[config.mk]
export PLATFORM = sky130hd
export DESIGN_NAME = bech32_string_encoder
export DESIGN_NICKNAME = d
export VERILOG_FILES = /design/src/hw/rtl/b32enc_pkg.sv /design/src/hw/rtl/bech32_string_encoder.sv /design/src/hw/rtl/b32enc_ram.sv /design/src/hw/rtl/b32enc_datapath.sv /design/src/hw/rtl/b32enc_ctrl.sv
export SDC_FILE = /design/constraint.sdc
export NUM_CORES = 1
export LEC_CHECK = 0
export ABC_CLOCK_PERIOD_IN_PS = 11100
export BUFFER_PORTS_ARGS = -buffer_cell sky130_fd_sc_hd__buf_2
export CELL_PAD_IN_SITES_DETAIL_PLACEMENT = 1
export CELL_PAD_IN_SITES_GLOBAL_PLACEMENT = 1
export CORE_MARGIN = 2
export CORE_UTILIZATION = 35
export CTS_BUF_LIST = sky130_fd_sc_hd__clkbuf_16
export DETAILED_ROUTE_END_ITERATION = 8
export PLACE_DENSITY = 0.63
export SKIP_LAST_GASP = 1
export SYNTH_ARGS = -nofsm -noshare
export SYNTH_HDL_FRONTEND = slang
export SYNTH_HIERARCHICAL = 1
export SYNTH_SLANG_ARGS = --single-unit
[constraint.sdc]
create_clock -name clk -period 11.1 [get_ports clk]
set_clock_uncertainty 0.15 [all_clocks]
set_input_delay 2.22 -clock clk [delete_from_list [all_inputs] [get_ports clk]]
set_output_delay 2.22 -clock clk [all_outputs]
set_load 0.01 [all_outputs]
[src/hw/rtl/b32enc_pkg.sv]
`timescale 1ns / 1ps
// ----------------------------------------------------------------------------
// b32enc_pkg: shared types and constants
// Modes, status codes, datapath command/status structs, checksum step, charset.
// ----------------------------------------------------------------------------
package b32enc_pkg;

	localparam logic [1:0] MODE_PREFIX = 2'd0;
	localparam logic [1:0] MODE_DATA   = 2'd1;
	localparam logic [1:0] MODE_FINISH = 2'd2;

	localparam logic [1:0] ST_OK      = 2'd0;
	localparam logic [1:0] ST_LONG    = 2'd1;
	localparam logic [1:0] ST_CAP     = 2'd2;
	localparam logic [1:0] ST_ENCFAIL = 2'd3;

	localparam logic [1:0] REG_VARIANT  = 2'd0;
	localparam logic [1:0] REG_PAD      = 2'd1;
	localparam logic [1:0] REG_CAPACITY = 2'd2;

	localparam logic [29:0] BECH32M_CONST = 30'h2bc830a3;
	localparam logic [7:0]  SEP_CHAR      = 8'h31;

	typedef enum logic [3:0] {
		S_IDLE,
		S_ENTER_ZERO,
		S_REPLAY,
		S_SEP,
		S_GROUPS,
		S_PAD,
		S_ZEROS,
		S_CHECK,
		S_CLEAR
	} state_t;

	// Output character source.
	typedef enum logic [2:0] {
		SRC_ECHO,
		SRC_SEP,
		SRC_GROUP,
		SRC_PAD,
		SRC_CHECK
	} src_t;

	typedef struct packed {
		logic        latch_in;      // capture input item
		logic        prefix_ok;     // store prefix char, step checksum
		logic        set_char_err;
		logic        set_prefix_err;
		logic        set_bytes_err;
		logic        zero_step;     // checksum step with zero input
		logic        replay_step;   // checksum step with stored prefix entry
		logic        replay_next;
		logic        set_data;
		logic        load_byte;     // shift byte into accumulator
		logic        group_step;    // consume one 5-bit group
		logic        pad_step;
		logic        apply_const;
		logic        clear_msg;
		logic        emit;
		src_t        src;
		logic [2:0]  idx;           // zero step / checksum char counter
		logic        last;
	} cmd_t;

	typedef struct packed {
		logic [1:0] mode;
		logic       in_data;
		logic       char_bad;
		logic       prefix_full;
		logic       bytes_full;
		logic       replay_done;
		logic       group_avail;
		logic       pad_needed;
	} sts_t;

	function automatic logic [29:0] poly_step(input logic [29:0] c);
		logic [29:0] r;
		r = {c[24:0], 5'd0};
		if (c[25]) r = r ^ 30'h3b6a57b2;
		if (c[26]) r = r ^ 30'h26508e6d;
		if (c[27]) r = r ^ 30'h1ea119fa;
		if (c[28]) r = r ^ 30'h3d4233dd;
		if (c[29]) r = r ^ 30'h2a1462b3;
		return r;
	endfunction

	function automatic logic [7:0] charset(input logic [4:0] g);
		logic [7:0] c;
		unique case (g)
			5'd0:  c = "q"; 5'd1:  c = "p"; 5'd2:  c = "z"; 5'd3:  c = "r";
			5'd4:  c = "y"; 5'd5:  c = "9"; 5'd6:  c = "x"; 5'd7:  c = "8";
			5'd8:  c = "g"; 5'd9:  c = "f"; 5'd10: c = "2"; 5'd11: c = "t";
			5'd12: c = "v"; 5'd13: c = "d"; 5'd14: c = "w"; 5'd15: c = "0";
			5'd16: c = "s"; 5'd17: c = "3"; 5'd18: c = "j"; 5'd19: c = "n";
			5'd20: c = "5"; 5'd21: c = "4"; 5'd22: c = "k"; 5'd23: c = "h";
			5'd24: c = "c"; 5'd25: c = "e"; 5'd26: c = "6"; 5'd27: c = "m";
			5'd28: c = "u"; 5'd29: c = "a"; 5'd30: c = "7"; 5'd31: c = "l";
			default: c = "q";
		endcase
		return c;
	endfunction

endpackage

[src/hw/rtl/bech32_string_encoder.sv]
`timescale 1ns / 1ps
// ----------------------------------------------------------------------------
// bech32_string_encoder: streaming Bech32 / Bech32m string encoder
// Echoes prefix characters, emits separator, data groups and checksum.
// ----------------------------------------------------------------------------
// Feed a message as prefix characters (mode 0), data bytes (mode 1) and one
// finish item (mode 2), with the mode in tuser and the character or byte in
// tdata. One item is in work at a time. A prefix character is accepted and
// decoded. A data byte after the first is accepted, decoded and loaded,
// then emits its one or two 5-bit groups, and a last step finds no group
// left. The first data byte, or the finish of a message without data, first
// replays each stored prefix character with a read step and a checksum step,
// set by the single registered read port of the prefix store, then finds the
// replay done and emits the separator. Finish after data is accepted and
// decoded, then runs the optional pad group, six checksum steps and one for
// the final constant, six characters and a clear step. Output stalls hold
// the sequencer. The last character of a message carries tlast and the
// status in tuser; discard the message when status is not zero.
// ----------------------------------------------------------------------------
module bech32_string_encoder #(
	parameter int MAX_BYTES    = 280,
	parameter int PREFIX_DEPTH = 128
) (
	input  logic        clk,
	input  logic        arst_n,
	// Configuration writes
	input  logic        cfg_we,
	input  logic [1:0]  cfg_index,
	input  logic [15:0] cfg_data,
	// Input items
	input  logic        s_axis_tvalid,
	output logic        s_axis_tready,
	input  logic [7:0]  s_axis_tdata,   // [7:0] value
	input  logic [1:0]  s_axis_tuser,   // [1:0] mode
	// Output characters
	output logic        m_axis_tvalid,
	input  logic        m_axis_tready,
	output logic [7:0]  m_axis_tdata,   // [7:0] char_code
	output logic        m_axis_tlast,
	output logic [1:0]  m_axis_tuser    // [1:0] status
);
	import b32enc_pkg::*;

	logic        variant_q;
	logic        pad_final_q;
	logic [15:0] out_capacity_q;
	cmd_t        cmd;
	sts_t        sts;

	// Hold configuration registers; the user must write them only while idle (not enforced here).
	always_ff @(posedge clk or negedge arst_n) begin
		if (!arst_n) begin
			variant_q      <= 1'b0;
			pad_final_q    <= 1'b1;
			out_capacity_q <= 16'd280;
		end else if (cfg_we) begin
			unique case (cfg_index)
				REG_VARIANT:  variant_q      <= cfg_data[0];
				REG_PAD:      pad_final_q    <= cfg_data[0];
				REG_CAPACITY: out_capacity_q <= cfg_data;
				default: ;
			endcase
		end
	end

	b32enc_ctrl u_ctrl (
		.clk      (clk),
		.arst_n   (arst_n),
		.in_valid (s_axis_tvalid),
		.in_ready (s_axis_tready),
		.out_valid(m_axis_tvalid),
		.out_ready(m_axis_tready),
		.cmd      (cmd),
		.sts      (sts)
	);

	b32enc_datapath #(
		.MAX_BYTES   (MAX_BYTES),
		.PREFIX_DEPTH(PREFIX_DEPTH)
	) u_dp (
		.clk         (clk),
		.arst_n      (arst_n),
		.cmd         (cmd),
		.sts         (sts),
		.in_mode     (s_axis_tuser),
		.in_value    (s_axis_tdata),
		.variant     (variant_q),
		.pad_final   (pad_final_q),
		.out_capacity(out_capacity_q),
		.out_char    (m_axis_tdata),
		.out_last    (m_axis_tlast),
		.out_status  (m_axis_tuser)
	);
endmodule

[src/hw/rtl/b32enc_ram.sv]
`timescale 1ns / 1ps
// ----------------------------------------------------------------------------
// b32enc_ram: generic single-port-write RAM
// One write port, one read port with registered read data.
// ----------------------------------------------------------------------------
module b32enc_ram #(
	parameter int WIDTH = 5,
	parameter int DEPTH = 128
) (
	input  logic                     clk,
	input  logic                     we,
	input  logic [$clog2(DEPTH)-1:0] waddr,
	input  logic [WIDTH-1:0]         wdata,
	input  logic [$clog2(DEPTH)-1:0] raddr,
	output logic [WIDTH-1:0]         rdata
);
	logic [WIDTH-1:0] mem_q [DEPTH];

	always_ff @(posedge clk) begin
		if (we) mem_q[waddr] <= wdata;
		rdata <= mem_q[raddr];
	end
endmodule

[src/hw/rtl/b32enc_datapath.sv]
`timescale 1ns / 1ps
// ----------------------------------------------------------------------------
// b32enc_datapath: checksum, prefix store, bit regrouping, length checks
// Executes controller commands and drives the output character register.
// ----------------------------------------------------------------------------
module b32enc_datapath #(
	parameter int MAX_BYTES    = 280,
	parameter int PREFIX_DEPTH = 128
) (
	input  logic               clk,
	input  logic               arst_n,
	input  b32enc_pkg::cmd_t   cmd,
	output b32enc_pkg::sts_t   sts,
	input  logic [1:0]         in_mode,
	input  logic [7:0]         in_value,
	input  logic               variant,
	input  logic               pad_final,
	input  logic [15:0]        out_capacity,
	output logic [7:0]         out_char,
	output logic               out_last,
	output logic [1:0]         out_status
);
	import b32enc_pkg::*;

	localparam int AW = (PREFIX_DEPTH > 1) ? $clog2(PREFIX_DEPTH) : 1;
	localparam int CW = $clog2(PREFIX_DEPTH + 1);
	localparam int BW = $clog2(MAX_BYTES + 1);

	logic [1:0]    mode_q;
	logic [7:0]    value_q;
	logic [29:0]   chk_q;
	logic [CW-1:0] pcount_q;
	logic [CW-1:0] rptr_q;
	logic [11:0]   acc_q;
	logic [3:0]    pend_q;
	logic          in_data_q;
	logic [BW-1:0] bytes_q;
	logic [9:0]    groups_q;
	logic [2:0]    err_q;
	logic [4:0]    rdata;
	logic [4:0]    grp;
	logic [4:0]    padg;
	logic [3:0]    pend_m5;
	logic [1:0]    st;
	logic [4:0]    cgrp;
	logic [11:0]   total;

	b32enc_ram #(.WIDTH(5), .DEPTH(PREFIX_DEPTH)) u_store (
		.clk  (clk),
		.we   (cmd.prefix_ok),
		.waddr(pcount_q[AW-1:0]),
		.wdata(value_q[4:0]),
		.raddr(rptr_q[AW-1:0]),
		.rdata(rdata)
	);

	assign pend_m5 = pend_q - 4'd5;
	assign grp     = 5'((acc_q >> pend_m5) & 12'h1F);
	assign padg    = 5'((acc_q << (4'd5 - pend_q)) & 12'h1F);
	assign total   = 12'(pcount_q) + 12'd7 + 12'(groups_q);
	assign cgrp    = 5'(chk_q >> (5'(3'd5 - cmd.idx) * 5'd5));

	always_comb begin
		if (err_q[0]) st = ST_LONG;
		else if (out_capacity < 16'(MAX_BYTES)) st = ST_CAP;
		else if (16'(groups_q) >= out_capacity) st = ST_LONG;
		else if (err_q[1] || err_q[2] || total > 12'(2 * MAX_BYTES)) st = ST_ENCFAIL;
		else st = ST_OK;
	end

	assign sts.mode        = mode_q;
	assign sts.in_data     = in_data_q;
	assign sts.char_bad    = (value_q < 8'd33) || (value_q > 8'd126) ||
		((value_q >= 8'd65) && (value_q <= 8'd90));
	assign sts.prefix_full = (pcount_q >= CW'(PREFIX_DEPTH));
	assign sts.bytes_full  = (bytes_q >= BW'(MAX_BYTES));
	assign sts.replay_done = (rptr_q >= pcount_q);
	assign sts.group_avail = (pend_q >= 4'd5);
	assign sts.pad_needed  = pad_final && (pend_q != 4'd0);

	always_ff @(posedge clk or negedge arst_n) begin
		if (!arst_n) begin
			chk_q     <= 30'd1;
			pcount_q  <= '0;
			rptr_q    <= '0;
			acc_q     <= '0;
			pend_q    <= '0;
			in_data_q <= 1'b0;
			bytes_q   <= '0;
			groups_q  <= '0;
			err_q     <= '0;
		end else if (cmd.clear_msg) begin
			chk_q     <= 30'd1;
			pcount_q  <= '0;
			rptr_q    <= '0;
			acc_q     <= '0;
			pend_q    <= '0;
			in_data_q <= 1'b0;
			bytes_q   <= '0;
			groups_q  <= '0;
			err_q     <= '0;
		end else begin
			if (cmd.set_bytes_err)  err_q[0] <= 1'b1;
			if (cmd.set_char_err)   err_q[1] <= 1'b1;
			if (cmd.set_prefix_err) err_q[2] <= 1'b1;
			if (cmd.prefix_ok) begin
				chk_q    <= poly_step(chk_q) ^ 30'(value_q[7:5]);
				pcount_q <= pcount_q + 1'b1;
			end
			if (cmd.zero_step) chk_q <= poly_step(chk_q);
			if (cmd.replay_step) chk_q <= poly_step(chk_q) ^ 30'(rdata);
			if (cmd.replay_next) rptr_q <= rptr_q + 1'b1;
			if (cmd.set_data) in_data_q <= 1'b1;
			if (cmd.load_byte) begin
				acc_q   <= {acc_q[3:0], value_q};
				pend_q  <= pend_q + 4'd8;
				bytes_q <= bytes_q + 1'b1;
			end
			if (cmd.group_step) begin
				chk_q    <= poly_step(chk_q) ^ 30'(grp);
				pend_q   <= pend_m5;
				acc_q    <= acc_q & ((12'd1 << pend_m5) - 12'd1);
				groups_q <= groups_q + 10'd1;
			end
			if (cmd.pad_step) begin
				chk_q    <= poly_step(chk_q) ^ 30'(padg);
				pend_q   <= '0;
				acc_q    <= '0;
				groups_q <= groups_q + 10'd1;
			end
			if (cmd.apply_const) chk_q <= chk_q ^ (variant ? BECH32M_CONST : 30'd1);
		end
	end

	always_ff @(posedge clk) begin
		if (cmd.latch_in) begin
			mode_q  <= in_mode;
			value_q <= in_value;
		end
		if (cmd.emit) begin
			unique case (cmd.src)
				SRC_ECHO:  out_char <= value_q;
				SRC_SEP:   out_char <= SEP_CHAR;
				SRC_GROUP: out_char <= charset(grp);
				SRC_PAD:   out_char <= charset(padg);
				SRC_CHECK: out_char <= charset(cgrp);
				default:   out_char <= value_q;
			endcase
			out_last   <= cmd.last;
			out_status <= cmd.last ? st : ST_OK;
		end
	end
endmodule

[src/hw/rtl/b32enc_ctrl.sv]
`timescale 1ns / 1ps
// ----------------------------------------------------------------------------
// b32enc_ctrl: sequencing state machine
// Accepts items, steps the datapath and holds one output character.
// ----------------------------------------------------------------------------
module b32enc_ctrl (
	input  logic             clk,
	input  logic             arst_n,
	input  logic             in_valid,
	output logic             in_ready,
	output logic             out_valid,
	input  logic             out_ready,
	output b32enc_pkg::cmd_t cmd,
	input  b32enc_pkg::sts_t sts
);
	import b32enc_pkg::*;

	state_t     state_q, state_d;
	logic [2:0] idx_q, idx_d;
	logic       ov_q, ov_d;
	logic       free;

	// Output slot is free when empty or being drained this cycle.
	assign free      = !ov_q || out_ready;
	assign out_valid = ov_q;

	always_ff @(posedge clk or negedge arst_n) begin
		if (!arst_n) begin
			state_q <= S_IDLE;
			idx_q   <= '0;
			ov_q    <= 1'b0;
		end else begin
			state_q <= state_d;
			idx_q   <= idx_d;
			ov_q    <= ov_d;
		end
	end

	always_comb begin
		state_d  = state_q;
		idx_d    = idx_q;
		ov_d     = ov_q && !out_ready;
		cmd      = '0;
		cmd.src  = SRC_ECHO;
		cmd.idx  = idx_q;
		in_ready = 1'b0;
		unique case (state_q)
			S_IDLE: begin
				in_ready     = 1'b1;
				cmd.latch_in = in_valid;
				if (in_valid) state_d = S_ENTER_ZERO;
			end
			S_ENTER_ZERO: begin
				// Decode the latched item.
				unique case (sts.mode)
					MODE_PREFIX: begin
						if (sts.in_data) begin
							cmd.set_prefix_err = 1'b1;
							state_d = S_IDLE;
						end else if (free) begin
							cmd.emit = 1'b1;
							ov_d     = 1'b1;
							if (sts.char_bad) cmd.set_char_err = 1'b1;
							else if (sts.prefix_full) cmd.set_prefix_err = 1'b1;
							else cmd.prefix_ok = 1'b1;
							state_d = S_IDLE;
						end
					end
					MODE_DATA: begin
						if (sts.bytes_full) begin
							cmd.set_bytes_err = 1'b1;
							state_d = S_IDLE;
						end else if (sts.in_data) begin
							cmd.load_byte = 1'b1;
							state_d = S_GROUPS;
						end else begin
							cmd.zero_step = 1'b1;
							state_d = S_REPLAY;
						end
					end
					MODE_FINISH: begin
						if (sts.in_data) state_d = S_PAD;
						else begin
							cmd.zero_step = 1'b1;
							state_d = S_REPLAY;
						end
					end
					default: state_d = S_IDLE;
				endcase
			end
			S_REPLAY: begin
				// RAM read data is registered: pointer advances, step next cycle.
				if (idx_q == 3'd0) begin
					if (sts.replay_done) state_d = S_SEP;
					else begin
						cmd.replay_next = 1'b1;
						idx_d = 3'd1;
					end
				end else begin
					cmd.replay_step = 1'b1;
					idx_d = 3'd0;
				end
			end
			S_SEP: begin
				if (free) begin
					cmd.emit     = 1'b1;
					cmd.src      = SRC_SEP;
					cmd.set_data = 1'b1;
					ov_d         = 1'b1;
					if (sts.mode == MODE_DATA) begin
						cmd.load_byte = 1'b1;
						state_d = S_GROUPS;
					end else state_d = S_PAD;
				end
			end
			S_GROUPS: begin
				if (!sts.group_avail) state_d = S_IDLE;
				else if (free) begin
					cmd.emit       = 1'b1;
					cmd.src        = SRC_GROUP;
					cmd.group_step = 1'b1;
					ov_d           = 1'b1;
				end
			end
			S_PAD: begin
				if (!sts.pad_needed) begin
					idx_d   = 3'd0;
					state_d = S_ZEROS;
				end else if (free) begin
					cmd.emit     = 1'b1;
					cmd.src      = SRC_PAD;
					cmd.pad_step = 1'b1;
					ov_d         = 1'b1;
					idx_d        = 3'd0;
					state_d      = S_ZEROS;
				end
			end
			S_ZEROS: begin
				if (idx_q == 3'd6) begin
					cmd.apply_const = 1'b1;
					idx_d   = 3'd0;
					state_d = S_CHECK;
				end else begin
					cmd.zero_step = 1'b1;
					idx_d = idx_q + 3'd1;
				end
			end
			S_CHECK: begin
				if (free) begin
					cmd.emit = 1'b1;
					cmd.src  = SRC_CHECK;
					cmd.last = (idx_q == 3'd5);
					ov_d     = 1'b1;
					if (idx_q == 3'd5) begin
						idx_d   = 3'd0;
						state_d = S_CLEAR;
					end else idx_d = idx_q + 3'd1;
				end
			end
			S_CLEAR: begin
				cmd.clear_msg = 1'b1;
				state_d = S_IDLE;
			end
			default: state_d = S_IDLE;
		endcase
	end
endmodule
==> results of run 1 <==
-- state kept, by name, indices dropped and copies added (netlist names), 2 cells and up --
register	count
u_dp/err_q	3
u_dp/pcount_q	8
u_dp/u_store/mem_q	640
out_capacity_q	16
u_dp/pend_q	4
u_dp/u_store/rdata	5
u_dp/bytes_q	9
u_dp/value_q	8
u_dp/rptr_q	8
u_dp/out_char	8
u_ctrl/idx_q	3
u_dp/groups_q	10
u_dp/mode_q	2
u_dp/acc_q	12
u_dp/out_status	2
u_dp/chk_q	30
u_ctrl/state_q	4
-- final cells by class --
type	count	area (sq um)
fillers	10310	61490
flip-flops and latches	777	22740
multi-input cells	1335	12480
clock buffers	88	2202
well taps	1368	1712
clock inverters	71	833.3
repair buffers	84	520.5
inverters	53	198.9
-- synth_stat cells (all sizes together), types with 14 or more instances --
library cell / instances
mux2i: 36
mux2: 32
nand3: 43
inv: 52
nor2b: 21
dfrtp: 106
a21o: 23
nor3: 31
ha: 55
a211oi: 14
edfxtp: 661
buf: 66
nand2: 105
mux4: 234
or3: 16
nand4: 17
a21oi: 70
a22oi: 16
a22o: 16
o21ai: 72
xor2: 40
xnor2: 49
nor2: 239
nand2b: 20
clkbuf: 80
-- cells by family (layout without fill, tap and decap cells) --
| family | Yosys count | in the layout | share of synthesized area [%] |
|---|---|---|---|
| DFF | 777 | 777 | 62.89 |
| and+or+nand+nor | 567 | 567 | 7.521 |
| AOI/OAI and AO/OA | 319 | 319 | 6.022 |
| muxes | 302 | 302 | 16.71 |
| buffers and inverters | 199 | 296 | 2.624 |
| xor gates and xnor gates | 89 | 89 | 2.198 |
| adders and majority gates | 58 | 58 | 2.042 |
-- power by group through the flow --
stage	logic (uW)	registers (uW)	clock network, uW
4_1_cts	3550	3800	3090
6_report	3520	3800	3020
2_1_floorplan	2740	3720	0
5_1_grt	3840	3830	3190
3_3_place_gp	3440	3850	0
3_5_place_dp	3520	3860	0
-- worst register-to-register path: stages (launching register included) --
cell,delay [ns]
dfrtp_1,0.82
inv_1,0.42
ha_1,0.39
xnor2_2,0.68
mux4_2,0.41
nor3b_1,0.16
a311oi_2,0.99
a211oi_1,0.21
a311oi_1,0.27
and3_1,0.20
o41ai_2,0.07
-- through the flow --
| stage | cell area (sq um) | std cells |
|---|---|---|
| 3_3_place_gp | 37660 | 3617 |
| 3_5_place_dp | 37660 | 3617 |
| 4_1_cts | 40690 | 3776 |
| 5_1_grt | 40690 | 3776 |
| 6_report | 40690 | 3776 |
| 2_1_floorplan | 36150 | 2311 |
-- path summary, 6_finish.rpt --
path                                    startpoint                  to  slack (ns)  cells after the start
worst min register to register  out_capacity_q[12]  out_capacity_q[12]        0.36                      1
worst max-delay path                u_dp/pend_q[1]    u_dp/out_char[0]        6.05                     10
max in group asynchronous                   arst_n      u_dp/rptr_q[0]        7.89                      2
min in group asynchronous                   arst_n  out_capacity_q[14]        1.47                      1
worst min-delay path            out_capacity_q[12]  out_capacity_q[12]        0.36                      1
worst max register to register      u_dp/pend_q[1]    u_dp/out_char[0]        6.05                     10
-- metal layers --
| layer | up-vias | wire [um] |
|---|---|---|
| li1 | 9095 | - |
| met1 | 11070 | 41270 |
| met2 | 521 | 47640 |
| met3 | 134 | 4089 |
| met4 | 0 | 2599 |
| met5 | - | 0 |
==> metrics.md, run 1 <==
| Metric | Value |
|---|---|
| Status | finished clean |
| Clk Latency, worst-skew pair | between 0.6 and 0.7 ns |
| Share of flip-flops with an asynchronous set or reset | 14.29% |
| Antenna violations before repair | 1 |
| Pin count of the biggest net entering global routing | 85 |
| Clock sink count | 777 |
| Final WS setup | 6.052 ns |
| Proportion of layout cells with a drive suffix above 1 | a little over a fifth |
| Initial DRC Count | 1,696 |
| First-pass detailed-route iteration total | 5 |
| Pins Over Slew Limit | 0 |
| Met2 Use GR | 30.45% |
| Vias per cell | between 5 and 6 |
| Drc violations | 0 |
| Crit path time final | 5.048 ns |
| Cells after synthesis | 2,311 |
| Placer Congestion | 0.8077 |
| CP delay by family, top | compound AO/OA/AOI/OAI gates |
| Max frequency | 0.1981 GHz |
| CP bufs+invs | 1 |
| Primary FF master, synth | edfxtp_1 |
| Most frequent cells in the layout | 661 x edfxtp_1, 237 x nor2_1, 233 x mux4_2 |
| Initial Util | 35.38% |
| Die Footprint | 105,900 sq um |
| RSZ-0062 raised after global routing | false |
| Post_cts resized | 0 |
| Arrival time worst endpoint | 5.29 ns |
| Logic pwr share | 34.0% |
| PD cells | 254.0 nW/um^2 |
| Crit-path slowest cell | a311oi_2 |
| Tightest Hold Check Type | reg -> reg |
| GRT Max-Usage Layer | met2 |
| Core area | 102,200 sq um |
| Slew @ Worst Pin | between 1 and 1.5 ns |
| Ant. Diodes | 0 |
| Nature of the critical path startpoint | register |
| Syn nets | 2,401 |
| Setup Viol. Count Final | 0 |
| Switch share | approximately a third |
| Grt total ovfl | 0 |
| Routed wire length per instance | between 20 and 30 um |
| Switching power | 3518 uW |
| Io pins | 46 |
| Fin util | 39.83% |
| Area contributors post-synth | edfxtp_1 55%, mux4_2 15%, dfrtp_1 7.3% |
| Worst relative slew slack | 17.92% |
| Detailed Place HPWL | 62,380 um |
| CTS Hold Bufs | 0 |
| Post-CTS setup buffer count | 0 |
| Period utilization | 45.47% |
| Global-route wire length before repair | 146,100 um |
| Routed Antenna Nets | 0 |
| TNS Setup | 0 ns |
| Clock power frac | 29.2% |
| Most common cell after layout, fill and taps aside | edfxtp_1 |
| Syn avg cell area | between 15 and 20 sq um |
| Yosys warning count | 6 |
| Critical path class | reg -> reg |
| Clk buf depth | 3 |
| Total power | 10,340 uW |
| Dpl ws | 5.537 ns |
| Post-synth EDFFs | between 600 and 700 |
| Reg clk slew, reported paths | around 0.050 ns |
| P_leak | about 0.013 uW |
| Rows | between 100 and 150 |
| Worst endpoint required time | around 11 ns |
| Netlist Area Pre-Place | about 36,000 sq um |
| CP max FO | 23 |
| All-Layer GR Usage | 18.08% |
| #FFs+latches synth | about 780 |
| Fin Hold WS | roughly 0.36 ns |
| Critical path endpoint category | register |
| CP peak stage delay | 0.99 ns |
| Distinct cells, synth | 97 |
| Root buf cell | clkbuf_16 |
| VDD IR max | 120.8 uV |
| Top-area cell type share of the netlist area | 54.91% |
| Die Wd | 325.4 um |
| Vias in the first global route | 22.17k |
| WL final | 95,600 um |
| P_int | 6819 uW |
| Register share of total power | between 30% and 40% |
| Global routing usage on met1 | 24.46% |
| Met3 usage | 2.299% |
| Maxcap violations | 0 |
| Die Ht | 325.4 um |
| CTS tree | built |
| Leading area contributor after synthesis | edfxtp_1 |
| Final hold violation count | 0 |
| CTS Buf Count | 85 |
| Worst path cell trace | inv_1, ha_1, xnor2_2, mux4_2, nor3b_1, a311oi_2, a211oi_1, a311oi_1, and3_1, o41ai_2 |
| Area delta synth->final | 12.57% |
| Htree depth | 3 |
| Port Buffers | 45 |
| Layout Nets | 2,426 |
| Via count | roughly 21k |
| Sequential element share of the synthesized area | around 63% |
Note: power is estimated with default switching activity, not from simulation.
==> inputs of run 2 (changes only) <==
Settings changed: ABC_CLOCK_PERIOD_IN_PS 11100 to 4850.
Clock period 11.1 ns to 4.85 ns, I/O delays scaled along.
==> metrics.md, run 2 (synthesis results as in run 1) <==
| Metric | Value |
|---|---|
| Multi-input logic area | 12,480 sq um (unchanged) |
| Pins Over Slew Limit | 0 (unchanged) |
| Worst endpoint required time | 5.09 ns (-6.25 ns) |
| Nature of the critical path startpoint | register |
| Critical path endpoint category | register |
| Initial DRC Count | 1,751 (+3.2%) |
| Root buf cell | clkbuf_16 |
| Dpl ws | 0.7560 ns (-4.781 ns) |
| VDD IR max | 382.3 uV (+220%) |
| Clock sink count | 777 (unchanged) |
| Reg clk slew, reported paths | 0.06 ns (about the same) |
| Drc violations | 0 (unchanged) |
| CP peak stage delay | 0.89 ns (-0.10 ns) |
| Worst r2r src | u_ctrl/idx_q[2] |
| Max reg flops | 640 (unchanged) |
| Fin Hold WS | 0.2342 ns (-0.1234 ns) |
| Final WS setup | 0.7785 ns (-5.274 ns) |
| Io pins | 46 (unchanged) |
| Post-CTS setup buffer count | 0 (unchanged) |
| Die Wd | 325.4 um (unchanged) |
| Port Buffers | 45 (unchanged) |
| Final hold violation count | 0 (unchanged) |
| Slew @ Worst Pin | 1.166 ns (-0.06511 ns) |
| Largest Register | u_dp/u_store/mem_q |
| FF-to-FF path depth | 10 (unchanged) |
| Tightest Hold Check Type | in -> async |
| CTS Buf Count | 83 (-2.4%) |
| Crit-path slowest cell | fa_1 |
| Worst relative slew slack | 21.54% (+3.6 points) |
| Rows | 117 (unchanged) |
| RSZ-0062 raised after global routing | false |
| Htree depth | 3 (unchanged) |
| Pin count of the biggest net entering global routing | 165 (+94%) |
| TNS Setup | 0 ns (unchanged) |
| P_leak | 0.01347 uW (about the same) |
| R2r setup slk | 0.78 ns (-5.27 ns) |
| CTS Hold Bufs | 0 (unchanged) |
| Max frequency | 0.2456 GHz (+24%) |
| Area delta synth->final | 12.23% |
| First-pass detailed-route iteration total | 5 (unchanged) |
| Crit path time final | 4.071 ns (-0.9761 ns) |
| Vias in the first global route | 22.11k (-0.29%) |
| Setup Viol. Count Final | 0 (unchanged) |
| CP max FO | 13 (-43%) |
| Grt total ovfl | 0 (unchanged) |
| Top Registers | u_dp/u_store/mem_q x640, u_dp/chk_q x30, out_capacity_q x16 |
| Clk buf depth | 3 (unchanged) |
| Most common cell after layout, fill and taps aside | edfxtp_1 |
| Total power | 23,060 uW (+120%) |
| CTS tree | built |
| Initial Util | 35.38% (unchanged) |
| Arrival time worst endpoint | 4.31 ns (-0.98 ns) |
| Post_cts resized | 0 (unchanged) |
| Clk Latency, worst-skew pair | 0.65 ns (-0.02 ns) |
| Most frequent cells in the layout | 661 x edfxtp_1, 237 x nor2_1, 233 x mux4_2 |
| Worst path cell trace | inv_1, fa_1, mux4_2, a32oi_1, o21ai_1, or3_1, a21oi_2, o32a_1, a21oi_1, a211o_1 |
| Core area | 102,200 sq um (unchanged) |
| Worst Setup EP | u_dp/out_char[2] |
| Reg2reg end | u_dp/out_char[2] |
| Routed wire length per instance | 24.87 um (-1.8%) |
| WL final | 94,200 um (-1.5%) |
| Proportion of layout cells with a drive suffix above 1 | 21.58% (-0.099 points) |
| Critical path class | reg -> reg |
| Status | finished clean |
| Routed Antenna Nets | 0 (unchanged) |
| Antenna violations before repair | 2 (+1) |
| Global-route wire length before repair | 145,000 um (-0.72%) |
| PD cells | 568.5 nW/um^2 (+120%) |
| Ant. Diodes | 0 (unchanged) |
| Detailed Place HPWL | 61,480 um (-1.4%) |
| Critical Path Source | u_ctrl/idx_q[2] |
| Register area | 22,740 sq um (unchanged) |
| Placer Congestion | 0.8062 (-0.19%) |
| Die Ht | 325.4 um (unchanged) |
| Via count | 20.79k (-0.12%) |
| Layout Nets | 2,445 (+0.78%) |
| Period utilization | 83.95% (+38 points) |
| Die Footprint | 105,900 sq um (unchanged) |
| Maxcap violations | 0 (unchanged) |
| Vias per cell | 5.490 (-0.41%) |
| All-Layer GR Usage | 17.83% (-0.25 points) |
| Filler cell count | 10.32k (+0.18%) |
-- run 2: changes by cell type in the layout (fill, tap and decap cells not counted), sizes merged --
| cell | before | now |
|---|---|---|
| buf | 84 | 105 |
| clkinv | 41 | 34 |
| bufinv | 15 | 9 |
| inv | 67 | 75 |
| clkbuf | 88 | 83 |
-- run 2: how the worst min path moves through the flow --
stage	from	end	slack (ns)	cells past startpoint
after floorplan	u_dp/in_data_q	u_dp/in_data_q	0.31	2
after global placement	out_capacity_q[12]	out_capacity_q[12]	0.34	1
after CTS	arst_n	u_dp/err_q[0]	0.22	1
after global routing	arst_n	u_dp/err_q[0]	0.26	1
after detailed placement	out_capacity_q[12]	out_capacity_q[12]	0.35	1
final	arst_n	u_dp/err_q[0]	0.23	1
-- run 2: critical path, delay by kind of cell, from the launching register on --
kind / cells / cell delay, ns
AND/OR/NAND/NOR: 1 / 0.49
adder cells (fa/ha/maj): 1 / 0.89
flip-flops: 1 / 0.56
buffers and inverters: 1 / 0.13
AO/OA/AOI/OAI: 6 / 0.99
multiplexers: 1 / 0.61
-- run 2: routing by layer --
layer  track usage (%)  vias up  wire [um]
li1                  -     9142          -
met2             29.78      507      46560
met1             24.53    11020      41190
met3             2.555      125       4302
met4             4.478        0       2148
met5                 0        -          0
-- run 2: power by group --
| group | switching (uW) | internal, uW |
|---|---|---|
| logic | 4590 | 3640 |
| clock network | 2700 | 3620 |
| registers | 591 | 7920 |
-- run 2: stage by stage --
stage | std cells | area [sq um] | util (%)
after floorplan | 2311 | 36150 | -
after global placement | 3638 | 37850 | 37.05
after detailed placement | 3638 | 37850 | 37.05
after CTS | 3787 | 40570 | 39.70
after global routing | 3787 | 40570 | 39.70
final | 3787 | 40570 | 39.70
-- run 2: layout make-up --
class                      instances  area share, %
clock buffer                      83          5.119
multi-input combinational       1335          30.77
inverter                          53         0.4904
tap                             1368          4.219
timing repair buffer             105          1.764
sequential                       777          56.06
clock inverter                    66          1.576
==> inputs of run 3 (changes only) <==
Settings changed: ABC_AREA set to 1, ABC_CLOCK_PERIOD_IN_PS 4850 to 3500, PLACE_DENSITY 0.63 to 0.69.
Clock period 4.85 ns to 3.5 ns, I/O delays scaled along.
==> metrics.md, run 3 <==
| Metric | Value |
|---|---|
| Die Wd | 332.7 um (+2.2%) |
| WL final | 111,700 um (+19%) |
| Antenna violations before repair | 0 (-2) |
| Period utilization | 91.30% (+7.3 points) |
| Slew @ Worst Pin | 1.099 ns (-0.06701 ns) |
| Via count | 28.57k (+37%) |
| Pin count of the biggest net entering global routing | 197 (+19%) |
| Worst endpoint required time | 3.65 ns (-1.44 ns) |
| Distinct cells, synth | 65 (-33%) |
| Clk Latency, worst-skew pair | 0.66 ns (about the same) |
| Dpl ws | 0.3429 ns (-0.4131 ns) |
| Cells after synthesis | 3,929 (+70%) |
| First-pass detailed-route iteration total | 5 (unchanged) |
| VDD IR max | 670.1 uV (+75%) |
| Port Buffers | 45 (unchanged) |
| M1 WL | 50,460 um (+23%) |
| CTS tree | built |
| Tightest Hold Check Type | in -> reg |
| Detailed Place HPWL | 70,640 um (+15%) |
| Most common cell after layout, fill and taps aside | nand2_1 |
| Post_cts resized | 0 (unchanged) |
| Area delta synth->final | 11.93% |
| Core area | 107,100 sq um (+4.8%) |
| Sequential element share of the synthesized area | 60.12% (-2.8 points) |
| Reg clk slew, reported paths | 0.06 ns (about the same) |
| Proportion of layout cells with a drive suffix above 1 | 10.04% (-12 points) |
| Pins Over Slew Limit | 0 (unchanged) |
| Htree depth | 3 (unchanged) |
| Maxcap violations | 0 (unchanged) |
| Critical path class | reg -> reg |
| Grt total ovfl | 0 (unchanged) |
| #FFs+latches synth | 777 (unchanged) |
| Routed Antenna Nets | 0 (unchanged) |
| RSZ-0062 raised after global routing | false |
| Post-synth EDFFs | 661 (unchanged) |
| Clock sink count | 777 (unchanged) |
| Initial Util | 35.32% (-0.056 points) |
| Max frequency | 0.3130 GHz (+27%) |
| Leading area contributor after synthesis | edfxtp_1 |
| All-Layer GR Usage | 20.06% (+2.2 points) |
| Placer Congestion | 0.8573 (+6.3%) |
| Routed wire length per instance | 20.62 um (-17%) |
| Syn nets | 4,019 (+67%) |
| Ant. Diodes | 0 (unchanged) |
| Max layer used | met4 |
| Drc violations | 0 (unchanged) |
| Critical path endpoint category | register |
| Arrival time worst endpoint | 3.35 ns (-0.96 ns) |
| Rows | 120 (+2.6%) |
| Most common cell in the netlist | nand2_1 |
| Primary FF master, synth | edfxtp_1 |
| Syn avg cell area | 9.624 sq um (-38%) |
| Die Ht | 332.7 um (+2.2%) |
| Met2 routed WL | 54,290 um (+17%) |
| Top-area cell type share of the netlist area | 52.49% (-2.4 points) |
| Share of flip-flops with an asynchronous set or reset | 14.29% (unchanged) |
| Vias per cell | 5.273 (-4.0%) |
| Die Footprint | 110,700 sq um (+4.5%) |
| Global-route wire length before repair | 175,000 um (+21%) |
| Largest Register | u_dp/u_store/mem_q |
| CP max FO | 15 (+2) |
| Clk buf depth | 3 (unchanged) |
| Final hold violation count | 0 (unchanged) |
| Area contributors post-synth | edfxtp_1 52%, nand2_1 12%, nand3_1 9.9% |
| Most frequent cells after synthesis | 1,224 x nand2_1, 748 x nand3_1, 661 x edfxtp_1 |
| Root buf cell | clkbuf_16 |
| Max reg flops | 640 (unchanged) |
| Vias in the first global route | 29.75k (+35%) |
| CTS Buf Count | 85 (+2.4%) |
| Most frequent cells in the layout | 1,223 x nand2_1, 748 x nand3_1, 661 x edfxtp_1 |
| Top Registers | u_dp/u_store/mem_q x640, u_dp/chk_q x30, out_capacity_q x16 |
| Netlist Area Pre-Place | 37,810 sq um (+4.6%) |
| Yosys warning count | 6 (unchanged) |
| Final WS setup | 0.3046 ns (-0.4739 ns) |
| Routed wl met3 | 4673 um (+8.6%) |
| Status | finished clean |
| Nature of the critical path startpoint | register |
| PD cells | 826.9 nW/um^2 (+45%) |
| Initial DRC Count | 2,147 (+23%) |
| Io pins | 46 (unchanged) |
| Crit path time final | 3.195 ns (-0.8761 ns) |
| Worst relative slew slack | 26.72% (+5.2 points) |
| Layout Nets | 4,033 (+65%) |
| P_leak | 0.01636 uW (+22%) |
| Setup Viol. Count Final | 0 (unchanged) |
| Fin Hold WS | 0.05862 ns (-0.1756 ns) |
run 3: metal layers:
metal | vias to the layer above | GRT usage [%]
met4 | 0 | 5.039
met2 | 608 | 34.13
met5 | - | 0
li1 | 13460 | -
met3 | 144 | 2.163
met1 | 14350 | 27.33
run 3: cells by family (layout without fill, tap and decap cells):
family	count (synthesis)	count (layout)	share of synthesized area, %
AOI/OAI and AO/OA	249	249	3.904
xor gates and xnor gates	48	48	1.112
adders and majority gates	57	57	1.926
buffers and inverters	414	499	5.592
DFF	777	777	60.12
and+or+nand+nor	2384	2384	27.35
run 3: cell type report:
class | count | area (sq um)
fill | 12090 | 64730
sequential | 777 | 22750
multi-input combinational | 2738 | 13100
clock buffer | 85 | 2127
tap | 1403 | 1755
timing repair buffer | 123 | 965.9
inverter | 218 | 835.8
clock inverter | 73 | 800.8
run 3: path summary, 6_finish.rpt:
path	startpoint	to	slack, ns	depth (start not counted)
max in group asynchronous	arst_n	u_dp/rptr_q[1]	2.02	3
worst min register to register	out_capacity_q[3]	out_capacity_q[3]	0.32	2
min in group asynchronous	arst_n	u_dp/acc_q[10]	0.42	2
worst max-delay path	u_ctrl/state_q[2]	u_dp/u_store/mem_q[24][4]	0.30	9
worst max register to register	u_ctrl/state_q[2]	u_dp/u_store/mem_q[24][4]	0.30	9
worst min-delay path	s_axis_tdata[7]	u_dp/value_q[7]	0.06	1
run 3: worst max-delay path, stage by stage, from the launching register on:
cell     delay (ns)
dfrtp_1        0.43
inv_1          0.15
nand2_4        0.10
nor2_1         0.34
nand4_1        0.24
nor3_4         0.24
buf_4          0.26
nand2_1        0.14
buf_4          0.28
nor2_1         0.49
run 3: power breakdown:
part | switching [uW] | total (uW) | internal [uW]
Combinational | 9920 | 14100 | 4150
Clock | 3940 | 9320 | 5380
Sequential | 693 | 11600 | 10900
run 3: per-stage QoR:
step           TNS, ns  util, %  cells  cell area (sq um)  power, uW
3_3_place_gp         0    36.79   5258              39390      25550
4_1_cts              0    39.54   5417              42330      35260
6_report             0    39.54   5417              42330      35000
3_5_place_dp         0    36.79   5258              39390      25830
2_1_floorplan  -300.51        -   3929              37970      22020
5_1_grt              0    39.54   5417              42330      37260
run 3: timing repair:
action / in CTS / in global routing
endpoints found under the hold margin: 36 / 0
endpoints found under the setup margin: 0 / 0
buffers inserted: 0 / 0
hold buffers: 1 / 0
